===== config.mk =====
export PLATFORM = sky130hd
export DESIGN_NAME = multitrack_gain_sum_mixer
export DESIGN_NICKNAME = d
export VERILOG_FILES = /design/src/rtl/mgsm_pkg.sv /design/src/rtl/mgsm_front.sv /design/src/rtl/mgsm_queue.sv /design/src/rtl/mgsm_back.sv /design/src/rtl/multitrack_gain_sum_mixer.sv
export SDC_FILE = /design/constraint.sdc
export NUM_CORES = 2
export LEC_CHECK = 0
export BUFFER_PORTS_ARGS = -buffer_cell sky130_fd_sc_hd__buf_2
export CORE_ASPECT_RATIO = 1.4
export CORE_MARGIN = 5
export CORE_UTILIZATION = 34
export DETAILED_ROUTE_END_ITERATION = 8
export SLEW_MARGIN = 20
export SYNTH_ARGS = -nofsm -noshare
export SYNTH_HDL_FRONTEND = slang
export SYNTH_SLANG_ARGS = --single-unit

===== constraint.sdc =====
create_clock -name aclk -period 13.9 [get_ports aclk]
set_input_delay 0.695 -clock aclk [delete_from_list [all_inputs] [get_ports aclk]]
set_output_delay 0.695 -clock aclk [all_outputs]
set_load 0.02 [all_outputs]

===== src/rtl/mgsm_pkg.sv =====
// shared types and constants for the multitrack gain sum mixer
// no dependencies; imported by every rtl module of the block

package mgsm_pkg;

    localparam int TRACKS = 16;

    localparam int SAMPLE_W  = 16;
    localparam int VOL_W     = 16;
    localparam int TGAIN_W   = 16;
    localparam int GAIN_W    = 18;
    localparam int ACC_W     = 32;
    localparam int PROD_W    = 34;
    localparam int SCALED_W  = PROD_W - 13;
    localparam int CFG_IDX_W = 3;
    localparam int CFG_W     = 64;
    localparam int IN_DATA_W = 56;
    localparam int OUT_DATA_W = 32;

    localparam logic [TGAIN_W-1:0] UNITY_Q13    = 16'd8192;
    localparam logic [TGAIN_W-1:0] GAIN_MAX_Q13 = 16'd32768;
    localparam logic [CFG_W-1:0]   GAINS_RESET  = 64'h2000_2000_2000_2000;
    localparam logic [15:0] LIVE_MASK =
        (TRACKS >= 16) ? 16'hFFFF : 16'((1 << TRACKS) - 1);

    // configuration register indexes
    localparam logic [CFG_IDX_W-1:0] REG_GAINS_0  = 3'd0;
    localparam logic [CFG_IDX_W-1:0] REG_GAINS_3  = 3'd3;
    localparam logic [CFG_IDX_W-1:0] REG_MUTE     = 3'd4;
    localparam logic [CFG_IDX_W-1:0] REG_SOLO     = 3'd5;
    localparam logic [CFG_IDX_W-1:0] REG_PLAYING  = 3'd6;

    // queue between front and back
    localparam int QDEPTH = 4;
    localparam int QAW    = $clog2(QDEPTH);

    typedef struct packed {
        logic                       add_en;
        logic [GAIN_W-1:0]          gain;
        logic signed [SAMPLE_W-1:0] sl;
        logic signed [SAMPLE_W-1:0] sr;
        logic                       last;
        logic                       playing;
    } mgsm_item_t;

    typedef struct packed {
        logic                     add_en;
        logic                     last;
        logic                     playing;
        logic signed [PROD_W-1:0] prod_l;
        logic signed [PROD_W-1:0] prod_r;
    } mgsm_scaled_t;

endpackage


===== src/rtl/mgsm_front.sv =====
// front end: configuration registers, input transfer and combined gain
// depends on mgsm_pkg

module mgsm_front
    import mgsm_pkg::*;
(
    input  logic                  aclk,
    input  logic                  aresetn,
    input  logic                  cfg_we,
    input  logic [CFG_IDX_W-1:0]  cfg_index,
    input  logic [CFG_W-1:0]      cfg_wdata,
    input  logic                  s_tvalid,
    output logic                  s_tready,
    input  logic [IN_DATA_W-1:0]  s_tdata,
    input  logic                  s_tlast,
    input  logic                  s_tuser,
    input  logic                  q_full,
    output logic                  q_push,
    output mgsm_item_t            q_item
);

    logic [CFG_W-1:0] gains_reg [4];
    logic [15:0]      mute_reg;
    logic [15:0]      solo_reg;
    logic             playing_reg;

    always_ff @(posedge aclk) begin
        if (!aresetn) begin
            for (int i = 0; i < 4; i++) begin
                gains_reg[i] <= GAINS_RESET;
            end
            mute_reg    <= '0;
            solo_reg    <= '0;
            playing_reg <= 1'b0;
        end else if (cfg_we) begin
            if (cfg_index <= REG_GAINS_3) begin
                gains_reg[cfg_index[1:0] - REG_GAINS_0[1:0]] <= cfg_wdata;
            end else if (cfg_index == REG_MUTE) begin
                mute_reg <= cfg_wdata[15:0];
            end else if (cfg_index == REG_SOLO) begin
                solo_reg <= cfg_wdata[15:0];
            end else if (cfg_index == REG_PLAYING) begin
                playing_reg <= cfg_wdata[0];
            end
        end
    end

    logic [3:0]         trk;
    logic [VOL_W-1:0]   vol;
    logic               cmute;
    logic [TGAIN_W-1:0] tg_raw;
    logic [TGAIN_W-1:0] tg;
    logic               audible;
    logic [31:0]        gprod;
    logic [GAIN_W-1:0]  gain;

    assign trk   = s_tdata[3:0];
    assign vol   = s_tdata[19:4];
    assign cmute = s_tdata[20];

    always_comb begin
        tg_raw = gains_reg[trk[3:2]][{trk[1:0], 4'b0000} +: TGAIN_W];
        if ((solo_reg & LIVE_MASK) != 16'd0) begin
            audible = solo_reg[trk];
        end else begin
            audible = !mute_reg[trk];
        end
        if (int'(trk) >= TRACKS) begin
            tg = UNITY_Q13;
        end else if (!audible) begin
            tg = '0;
        end else if (tg_raw > GAIN_MAX_Q13) begin
            tg = GAIN_MAX_Q13;
        end else begin
            tg = tg_raw;
        end
    end

    assign gprod = vol * tg;
    assign gain  = gprod[13 +: GAIN_W];

    assign s_tready = !q_full;
    assign q_push   = s_tvalid && !q_full;

    always_comb begin
        q_item.add_en  = playing_reg && s_tuser && !cmute && (gain != '0);
        q_item.gain    = gain;
        q_item.sl      = s_tdata[36:21];
        q_item.sr      = s_tdata[52:37];
        q_item.last    = s_tlast;
        q_item.playing = playing_reg;
    end

endmodule


===== src/rtl/mgsm_queue.sv =====
// short item queue that decouples the gain front from the mix back
// depends on mgsm_pkg

module mgsm_queue
    import mgsm_pkg::*;
(
    input  logic       aclk,
    input  logic       aresetn,
    input  logic       push,
    input  mgsm_item_t push_item,
    output logic       full,
    input  logic       pop,
    output logic       q_valid,
    output mgsm_item_t q_item
);

    mgsm_item_t     entry_reg [QDEPTH];
    logic [QAW-1:0] wr_ptr_reg;
    logic [QAW-1:0] rd_ptr_reg;
    logic [QAW:0]   count_reg;

    assign full    = (count_reg == (QAW+1)'(QDEPTH));
    assign q_valid = (count_reg != '0);
    assign q_item  = entry_reg[rd_ptr_reg];

    always_ff @(posedge aclk) begin
        if (push) begin
            entry_reg[wr_ptr_reg] <= push_item;
        end
    end

    always_ff @(posedge aclk) begin
        if (!aresetn) begin
            wr_ptr_reg <= '0;
            rd_ptr_reg <= '0;
            count_reg  <= '0;
        end else begin
            if (push) begin
                wr_ptr_reg <= wr_ptr_reg + 1'b1;
            end
            if (pop) begin
                rd_ptr_reg <= rd_ptr_reg + 1'b1;
            end
            if (push && !pop) begin
                count_reg <= count_reg + 1'b1;
            end else if (pop && !push) begin
                count_reg <= count_reg - 1'b1;
            end
        end
    end

endmodule


===== src/rtl/mgsm_back.sv =====
// back end: sample scaling, saturating accumulate and output register
// depends on mgsm_pkg

module mgsm_back
    import mgsm_pkg::*;
(
    input  logic                  aclk,
    input  logic                  aresetn,
    input  logic                  q_valid,
    input  mgsm_item_t            q_item,
    output logic                  q_pop,
    output logic                  m_tvalid,
    input  logic                  m_tready,
    output logic [OUT_DATA_W-1:0] m_tdata
);

    function automatic logic signed [SCALED_W-1:0] trunc_q13(
        input logic signed [PROD_W-1:0] p);
        logic signed [PROD_W-1:0] b;
        b = p + (p[PROD_W-1] ? PROD_W'(8191) : PROD_W'(0));
        return b[PROD_W-1:13];
    endfunction

    function automatic logic signed [ACC_W-1:0] sat_add(
        input logic signed [ACC_W-1:0]    a,
        input logic signed [SCALED_W-1:0] q);
        logic signed [ACC_W:0] s;
        s = {a[ACC_W-1], a} + {{(ACC_W+1-SCALED_W){q[SCALED_W-1]}}, q};
        if (s[ACC_W] != s[ACC_W-1]) begin
            return s[ACC_W] ? {1'b1, {(ACC_W-1){1'b0}}} : {1'b0, {(ACC_W-1){1'b1}}};
        end
        return s[ACC_W-1:0];
    endfunction

    function automatic logic [SAMPLE_W-1:0] clamp16(input logic signed [ACC_W-1:0] v);
        if (v > 32'sd32767) begin
            return 16'h7FFF;
        end else if (v < -32'sd32768) begin
            return 16'h8000;
        end
        return v[SAMPLE_W-1:0];
    endfunction

    mgsm_scaled_t            s1_reg;
    logic                    s1_valid_reg;
    logic signed [ACC_W-1:0] acc_l_reg;
    logic signed [ACC_W-1:0] acc_r_reg;
    logic                    m_valid_reg;
    logic [OUT_DATA_W-1:0]   m_data_reg;

    logic                    acc_go;
    logic                    s1_load;
    logic signed [ACC_W-1:0] acc_l_next;
    logic signed [ACC_W-1:0] acc_r_next;
    logic signed [GAIN_W:0]  gain_s;

    assign acc_go  = s1_valid_reg && (!s1_reg.last || !m_valid_reg || m_tready);
    assign s1_load = !s1_valid_reg || acc_go;
    assign q_pop   = q_valid && s1_load;
    assign gain_s  = {1'b0, q_item.gain};

    always_comb begin
        if (s1_reg.add_en) begin
            acc_l_next = sat_add(acc_l_reg, trunc_q13(s1_reg.prod_l));
            acc_r_next = sat_add(acc_r_reg, trunc_q13(s1_reg.prod_r));
        end else begin
            acc_l_next = acc_l_reg;
            acc_r_next = acc_r_reg;
        end
    end

    // scale stage: one multiply per channel, registered
    always_ff @(posedge aclk) begin
        if (!aresetn) begin
            s1_valid_reg <= 1'b0;
        end else if (s1_load) begin
            s1_valid_reg <= q_valid;
        end
    end

    always_ff @(posedge aclk) begin
        if (q_pop) begin
            s1_reg.add_en  <= q_item.add_en;
            s1_reg.last    <= q_item.last;
            s1_reg.playing <= q_item.playing;
            s1_reg.prod_l  <= PROD_W'(q_item.sl * gain_s);
            s1_reg.prod_r  <= PROD_W'(q_item.sr * gain_s);
        end
    end

    // accumulate stage and result register
    always_ff @(posedge aclk) begin
        if (!aresetn) begin
            acc_l_reg   <= '0;
            acc_r_reg   <= '0;
            m_valid_reg <= 1'b0;
        end else begin
            if (acc_go) begin
                if (s1_reg.last) begin
                    acc_l_reg <= '0;
                    acc_r_reg <= '0;
                end else begin
                    acc_l_reg <= acc_l_next;
                    acc_r_reg <= acc_r_next;
                end
            end
            if (acc_go && s1_reg.last) begin
                m_valid_reg <= 1'b1;
            end else if (m_tready) begin
                m_valid_reg <= 1'b0;
            end
        end
    end

    always_ff @(posedge aclk) begin
        if (acc_go && s1_reg.last) begin
            if (s1_reg.playing) begin
                m_data_reg <= {clamp16(acc_r_next), clamp16(acc_l_next)};
            end else begin
                m_data_reg <= '0;
            end
        end
    end

    assign m_tvalid = m_valid_reg;
    assign m_tdata  = m_data_reg;

endmodule


===== src/rtl/multitrack_gain_sum_mixer.sv =====
// top level of the multitrack gain sum mixer
// depends on mgsm_pkg, mgsm_front, mgsm_queue and mgsm_back

// Stereo mixer for up to sixteen tracks. Each input transfer carries one clip
// sample with its track, clip volume and clip mute, or only closes a frame
// (s_tuser low). The front looks up the track gain (bounded to 4.0, zeroed by
// mute or by solo), multiplies it by the clip volume in Q3.13 and pushes the
// item into a four-entry queue. The back scales both samples with one
// multiplier per channel, truncates toward zero, and adds into saturating
// 32-bit accumulators. The transfer with s_tlast high emits one result with
// both sums clamped to 16 bits (zeros when not playing) and clears the sums.
// Throughput is one item per cycle while no frame result waits on m_tready.
// The front gain multiply settles in the accepting cycle and is written into
// the queue at that edge; the back scale multiply is registered in s1_reg and
// the accumulate in the sum and result registers, which raise m_tvalid.
// Configuration writes are taken at any time but must only be made while the
// block is idle.

module multitrack_gain_sum_mixer
    import mgsm_pkg::*;
(
    input  logic                  aclk,
    input  logic                  aresetn,
    // configuration write port
    input  logic                  cfg_we,
    input  logic [CFG_IDX_W-1:0]  cfg_index,
    input  logic [CFG_W-1:0]      cfg_wdata,
    // input stream
    input  logic                  s_tvalid,
    output logic                  s_tready,
    // track[3:0], clip_volume[19:4], clip_muted[20], sample_left[36:21],
    // sample_right[52:37], zero pad[55:53]
    input  logic [IN_DATA_W-1:0]  s_tdata,
    input  logic                  s_tlast,   // last_of_frame
    input  logic                  s_tuser,   // has_sample
    // result stream
    output logic                  m_tvalid,
    input  logic                  m_tready,
    // mix_left[15:0], mix_right[31:16]
    output logic [OUT_DATA_W-1:0] m_tdata
);

    // front to queue
    logic       q_push;
    logic       q_full;
    mgsm_item_t push_item;

    // queue to back
    logic       q_pop;
    logic       q_valid;
    mgsm_item_t q_item;

    mgsm_front u_front (
        .aclk      (aclk),
        .aresetn   (aresetn),
        .cfg_we    (cfg_we),
        .cfg_index (cfg_index),
        .cfg_wdata (cfg_wdata),
        .s_tvalid  (s_tvalid),
        .s_tready  (s_tready),
        .s_tdata   (s_tdata),
        .s_tlast   (s_tlast),
        .s_tuser   (s_tuser),
        .q_full    (q_full),
        .q_push    (q_push),
        .q_item    (push_item)
    );

    // decouples input transfers from a stalled result channel
    mgsm_queue u_queue (
        .aclk      (aclk),
        .aresetn   (aresetn),
        .push      (q_push),
        .push_item (push_item),
        .full      (q_full),
        .pop       (q_pop),
        .q_valid   (q_valid),
        .q_item    (q_item)
    );

    mgsm_back u_back (
        .aclk      (aclk),
        .aresetn   (aresetn),
        .q_valid   (q_valid),
        .q_item    (q_item),
        .q_pop     (q_pop),
        .m_tvalid  (m_tvalid),
        .m_tready  (m_tready),
        .m_tdata   (m_tdata)
    );

endmodule

# [Yosys cells after proc, flatten, opt, wreduce, memory -nomap -nowiden]
# Memories as Yosys holds them, arrays and structs flattened. A register that Yosys moved wholly into a read port is not among the register bits.
# Cells that the tools add are included.
[classes] addsub=8 n_mul=3 n_lt_le_gt_ge=7 eq_ne=6 n_shift=1 n_mux=53 n_bitwise=3 reduce_logical=29
[op_table] cell="two-way mux 32 bit" count=10
[op_table] cell="two-way mux 16 bit" count=8
[op_table] cell="adder 34 x 14 -> 34 bit" count=2
[op_table] cell="multiplier 16 x 19 -> 34 bit" count=2
[op_table] cell="adder 32 x 21 -> 33 bit" count=2
[op_table] cell="> comparator 32 x 16 -> 1 bit, second input constant" count=2
[op_table] cell="less-than comparator 32 x 16 -> 1 bit, second input constant" count=2
[op_table] cell="two-way mux 64 bit" count=1
[op_table] cell="OR reduction 64 bit" count=1
[op_table] cell="variable part select 64 x 7 -> 16 bit" count=1
[op_table] cell="multiplier 16 x 16 -> 31 bit" count=1
[op_table] cell="two-way mux 13 bit" count=2
[op_table] cell="two-way mux 1 bit" count=25
[op_table] cell="nonzero test 18 bit" count=1
[op_table] cell="> comparator 16 bit, second input constant" count=1
[op_table] cell="nonzero test 16 bit" count=1
[op_table] cell="== test 3 bit, second input constant" count=4
[op_table] cell="logical AND 1 bit" count=9
[op_table] cell="binary-select mux 1 bit (select 4 bit)" count=2
[op_table] cell="zero test 1 bit" count=8
[op_table] cell="two-way mux 2 bit" count=3
[op_table] cell="two-way mux 3 bit" count=2
[op_table] cell="less-than comparator 4 x 5 -> 1 bit, second input constant" count=1
[op_table] cell="AND reduction 5 bit" count=1
[op_table] cell="other kinds (11)" count=18
[totals] regBits=209 mem_bits_rw=468 input_bits=130 memories=2
[memory_table] memory="u_front.gains_reg" depth=4 width=64 rd=1 rd_ports_with_merged_regs=0 write_ports=4 line_no="mgsm_front.sv:22" source="logic [CFG_W-1:0] gains_reg [4];"
[memory_table] memory="u_queue.entry_reg" depth=4 width=53 rd=1 rd_ports_with_merged_regs=1 write_ports=1 line_no="mgsm_queue.sv:17" source="mgsm_item_t entry_reg [QDEPTH];"

# [Longest topological paths before layout]
[logic_depth] ltp_word=14 depth_mapped=44 mapped_depth_nobuf=37

# [Modules after synthesis]
# A second synthesis with hierarchy kept.
[hier_totals] hier_cells=5844 hier_area_um2=60994.7
[by_module_without_submodules] mod="mgsm_back" n_inst=1 cells_per_inst=3510 area_per_inst_um2=31108.6
[by_module_without_submodules] mod="mgsm_front" n_inst=1 cells_per_inst=2014 area_per_inst_um2=21728.3
[by_module_without_submodules] mod="mgsm_queue" n_inst=1 cells_per_inst=320 area_per_inst_um2=8157.8

# [Least setup slack after synthesis]
# No wires, ideal clock.
[synth_path] path_type="input -> register" startpoint="input s_tdata[2]" endpoint="memory u_queue.entry_reg[0][52] (netlist name) (data pin)" arrival_ns=11.026 required_ns=13.624 slack_ns=2.598 cell_stages=39 n_path_buf=8 cell_sequence="buf_2 > buf_2 > buf_2 > buf_2 > buf_2 > buf_2 > mux4_2 > a211oi_1 > a21oi_1 > nor4_1 > nand3_1 > a21oi_1 > clkbuf_1 > nor2b_1 > clkbuf_1 > nand2_1 > fa_1 > fa_1 > (+3 left out) > fa_1 > inv_1 > fa_1 > inv_1 > ha_1 > a21o_1 > a21oi_1 > o21bai_1 > a21o_1 > a211oi_1 > a211oi_2 > nor3_1 > xnor2_1 > or4_1 > or4_1 > or4_1 > nor3_1 > a211oi_1"
[synth_rtl] element="start: declaration" line_no="multitrack_gain_sum_mixer.sv:33" source="input logic [IN_DATA_W-1:0] s_tdata,"
[synth_rtl] element="end: declaration" line_no="mgsm_queue.sv:17"

==> flow_summary.html <==
<table>
<tr><th>Metric</th><th>Value</th></tr>
<tr><th colspan="2">Clocking</th></tr>
<tr><td>Clk buf depth</td><td>3</td></tr>
<tr><td>H-tree level count</td><td>3</td></tr>
<tr><td>Setup repair bufs after CTS</td><td>0</td></tr>
<tr><td>Clock network latency to the later pin of the worst-skew pair</td><td>700 ps</td></tr>
<tr><td>Buffer cell driving the clock tree root</td><td>clkbuf_16</td></tr>
<tr><td>Hold-fix buffers, CTS</td><td>0</td></tr>
<tr><td>Cts bufs inserted</td><td>77</td></tr>
<tr><td>Quantity of gates resized following cts</td><td>0</td></tr>
<tr><td>Clock input transition at the sequential cells of the worst setup and hold paths</td><td>60 ps</td></tr>
<tr><td>CTS tree</td><td>built</td></tr>
<tr><td>Clk sinks</td><td>679</td></tr>
<tr><th colspan="2">Detailed routing</th></tr>
<tr><td>Residual antenna-violating net count after detailed routing</td><td>0</td></tr>
<tr><td>Overall via count from detail_route</td><td>42000</td></tr>
<tr><td>Total Wirelength</td><td>160000 um</td></tr>
<tr><td>First-iteration detailed-routing DRC count</td><td>2389</td></tr>
<tr><td>TritonRoute pass-1 iters</td><td>5</td></tr>
<tr><td>Drt via density</td><td>5.12</td></tr>
<tr><td>Average detailed-routed wire length per instance</td><td>19.5 um</td></tr>
<tr><td>Remaining design rule violation count</td><td>0</td></tr>
<tr><th colspan="2">Yosys</th></tr>
<tr><td>Most area-hungry cell type in the Yosys netlist</td><td>edfxtp_1</td></tr>
<tr><td>Distinct cells, synth</td><td>109</td></tr>
<tr><td>Number of flops mapped to enable cells by yosys</td><td>571</td></tr>
<tr><td>Most repeated cell in the gate-level netlist after synthesis</td><td>inv_1</td></tr>
<tr><td>Sequential area share after synthesis</td><td>32.3%</td></tr>
<tr><td>Post-synthesis sequential element count</td><td>679</td></tr>
<tr><td>Primary flip-flop cell chosen by synthesis mapping</td><td>edfxtp_1</td></tr>
<tr><td>Avg Inst Size Synth</td><td>10.4 um2</td></tr>
<tr><td>Synth warn</td><td>0</td></tr>
<tr><td>Top cells by area in the synthesized netlist</td><td>edfxtp_1, fa_1, ha_1</td></tr>
<tr><td>Post-synthesis instance area</td><td>59700 um2</td></tr>
<tr><td>Syn nets</td><td>6957</td></tr>
<tr><td>Top-area cell type share of the netlist area</td><td>28.7%</td></tr>
<tr><td>Cell count after synthesis</td><td>5756</td></tr>
<tr><td>Top cells by instance count after synthesis</td><td>inv_1, nand2_1, fa_1, edfxtp_1, nor2_1</td></tr>
<tr><td>Share of synthesized flip-flops with an asynchronous set or reset</td><td>0%</td></tr>
<tr><th colspan="2">Finish</th></tr>
<tr><td>Number of flip-flops under the largest register name</td><td>256</td></tr>
<tr><td>Fill cells</td><td>17200</td></tr>
<tr><td>Proportion of layout cells with a drive suffix above 1</td><td>10.0%</td></tr>
<tr><td>Flip-flop and latch area</td><td>19300 um2</td></tr>
<tr><td>Layout overhead on the synthesized area</td><td>9.84%</td></tr>
<tr><td>Post-route insts no fill</td><td>8196</td></tr>
<tr><td>Final net count</td><td>7015</td></tr>
<tr><td>Area used by multi-input combinational logic</td><td>36200 um2</td></tr>
<tr><th colspan="2">Place</th></tr>
<tr><td>Number of port buffers</td><td>160</td></tr>
<tr><td>Final HPWL DP</td><td>117000 um</td></tr>
<tr><td>DP Cell Count</td><td>8035</td></tr>
<tr><td>Weighted congestion at the end of routability-driven global placement</td><td>0.874</td></tr>
<tr><th colspan="2">Critical path</th></tr>
<tr><td>Kind of launch point of the worst setup path</td><td>primary input</td></tr>
<tr><td>CP required</td><td>14290 ps</td></tr>
<tr><td>Maximum fanout count along the critical path</td><td>42</td></tr>
<tr><td>Data arrival, critical path</td><td>11760 ps</td></tr>
<tr><td>Delay of the slowest cell on the worst path</td><td>620 ps</td></tr>
<tr><td>CP endpoint kind</td><td>flip-flop</td></tr>
<tr><td>Category of the critical setup timing path</td><td>in2reg</td></tr>
<tr><td>Slowest-stage cell, CP</td><td>and2_1</td></tr>
<tr><td>Critical path's most frequent cell</td><td>fa_1</td></tr>
<tr><th colspan="2">Global routing</th></tr>
<tr><td>GR Overflow Total</td><td>0</td></tr>
<tr><td>Wire length of the first global-routing pass</td><td>252000 um</td></tr>
<tr><td>Largest net degree at the start of global routing</td><td>78</td></tr>
<tr><td>Global-route total usage across every layer</td><td>17.5%</td></tr>
<tr><td>Via count of the first global-routing pass</td><td>45400</td></tr>
<tr><td>Antenna violations before repair</td><td>43</td></tr>
<tr><th colspan="2">Outcome</th></tr>
<tr><td>Status</td><td>completed</td></tr>
<tr><th colspan="2">Timing</th></tr>
<tr><td>Worst Max-Slew Pin Slew</td><td>1230 ps</td></tr>
<tr><td>Worst setup skew after layout</td><td>70.3 ps</td></tr>
<tr><td>Count of pins over their slew limit</td><td>0</td></tr>
<tr><td>Total setup violations reported at the end of the flow</td><td>0</td></tr>
<tr><td>Relative slew slack</td><td>18.2%</td></tr>
<tr><td>Fin Setup TNS</td><td>0 ps</td></tr>
<tr><td>Highest Clock Rate</td><td>0.0879 GHz</td></tr>
<tr><td>Final Critical Period</td><td>11370 ps</td></tr>
<tr><td>Setup repair after global routing missed its margin</td><td>no</td></tr>
<tr><td>Final hold viol count</td><td>0</td></tr>
<tr><td>Final clock period utilization by the worst path</td><td>81.8%</td></tr>
<tr><th colspan="2">Floorplan</th></tr>
<tr><td>Die height</td><td>506 um</td></tr>
<tr><td>Horizontal extent of the die</td><td>364 um</td></tr>
<tr><td>Effective utilization at floorplan</td><td>34.1%</td></tr>
<tr><td>I/O pin count</td><td>164</td></tr>
<tr><td>Core area</td><td>175000 um2</td></tr>
<tr><td>Area of the die</td><td>184000 um2</td></tr>
<tr><td>Core Rows</td><td>182</td></tr>
<tr><th colspan="2">Worst hold path</th></tr>
<tr><td>Type of the most critical hold path</td><td>in2reg</td></tr>
<tr><th colspan="2">Run</th></tr>
<tr><td>Number of violations of the max-capacitance limit</td><td>0</td></tr>
</table>
-- cells in the final DEF, fill, tap and decap left out, types with 37 or more instances in the layout --
master and count:
inv_1 849, nand2_1 758, fa_1 639, edfxtp_1 571, nor2_1 481, ha_1 432, buf_2 158, a21oi_1 148
and2_1 136, xnor2_1 132, and3_1 116, o21ai_0 109, dfxtp_1 106, mux4_2 96, buf_4 89, clkbuf_16 77
mux2i_1 76, nor2b_1 66, nand3_1 53, nor3_1 48, a21o_1 48, a21boi_0 44, o21a_1 43, xor2_1 42
mux2_2 37
-- metal layers --
layer / part of all wire (%) / up-vias / track usage (%) / routed length [um]
met1: 38 / 21200 / 19.8 / 60900
li1: - / 19200 / - / -
met4: 4.0 / 36 / 6.66 / 6370
met3: 6.4 / 378 / 3.70 / 10200
met2: 51 / 1121 / 32.0 / 82000
met5: 0.16 / - / 0 / 249
-- kinds of logic after synthesis --
logic type | synth area share (%)
multiplexers | 5.59
adder cells (fa/ha/maj) | 31.1
AND/OR/NAND/NOR | 13.8
XOR/XNOR | 2.58
AO/OA/AOI/OAI | 7.36
buffers and inverters | 7.24
flip-flops | 32.3
-- per-stage QoR --
| stage | setup slack [ps] | util (%) | cell area (um2) | hold WS, ps |
|---|---|---|---|---|
| final | 2530 | 37.5 | 65600 | 212 |
| after global routing | 1880 | 37.4 | 65600 | 179 |
| after CTS | 2570 | 37.4 | 65600 | 144 |
| after detailed placement | 1800 | 36.0 | 63100 | 455 |
| after global placement | 1890 | 36.0 | 63100 | 448 |
| after floorplan | 2600 | - | 59700 | 440 |
-- cell type report --
cell class                      count  share of cell area [%]
Clock inverter                     45                   0.643
Antenna cell                       17                  0.0648
Tap cell                         2300                    4.39
Clock buffer                       99                    3.14
Sequential cell                   679                    29.4
Inverter                          849                    4.86
Timing Repair Buffer              247                    2.22
Multi-Input combinational cell   3960                    55.2
-- final timing paths --
check | from | endpoint | slack [ps] | cells after the start
worst max-delay path | s_tdata[2] | u_queue.entry_reg[3][52]$_DFFE_PP_ | 2530 | 38
worst min-delay path | s_tdata[41] | u_queue.entry_reg[3][6]$_DFFE_PP_ | 210 | 1
worst max register to register | u_front.gains_reg[1][20]$_SDFFCE_PN0P_ | u_queue.entry_reg[3][52]$_DFFE_PP_ | 3110 | 34
worst min register to register | u_front.mute_reg[6]$_SDFFE_PN0P_ | u_front.mute_reg[6]$_SDFFE_PN0P_ | 460 | 2
-- critical path, delay by kind of cell --
family | cells | cell delay (ps)
AOI/OAI and AO/OA | 10 | 2010
and+or+nand+nor | 11 | 3350
muxes | 1 | 570
buffers and inverters | 8 | 1640
adders and majority gates | 7 | 3280
xor gates and xnor gates | 1 | 160
Power is not shown: default switching activity piles up to over one toggle a cycle in this logic, so the estimate is an artifact.
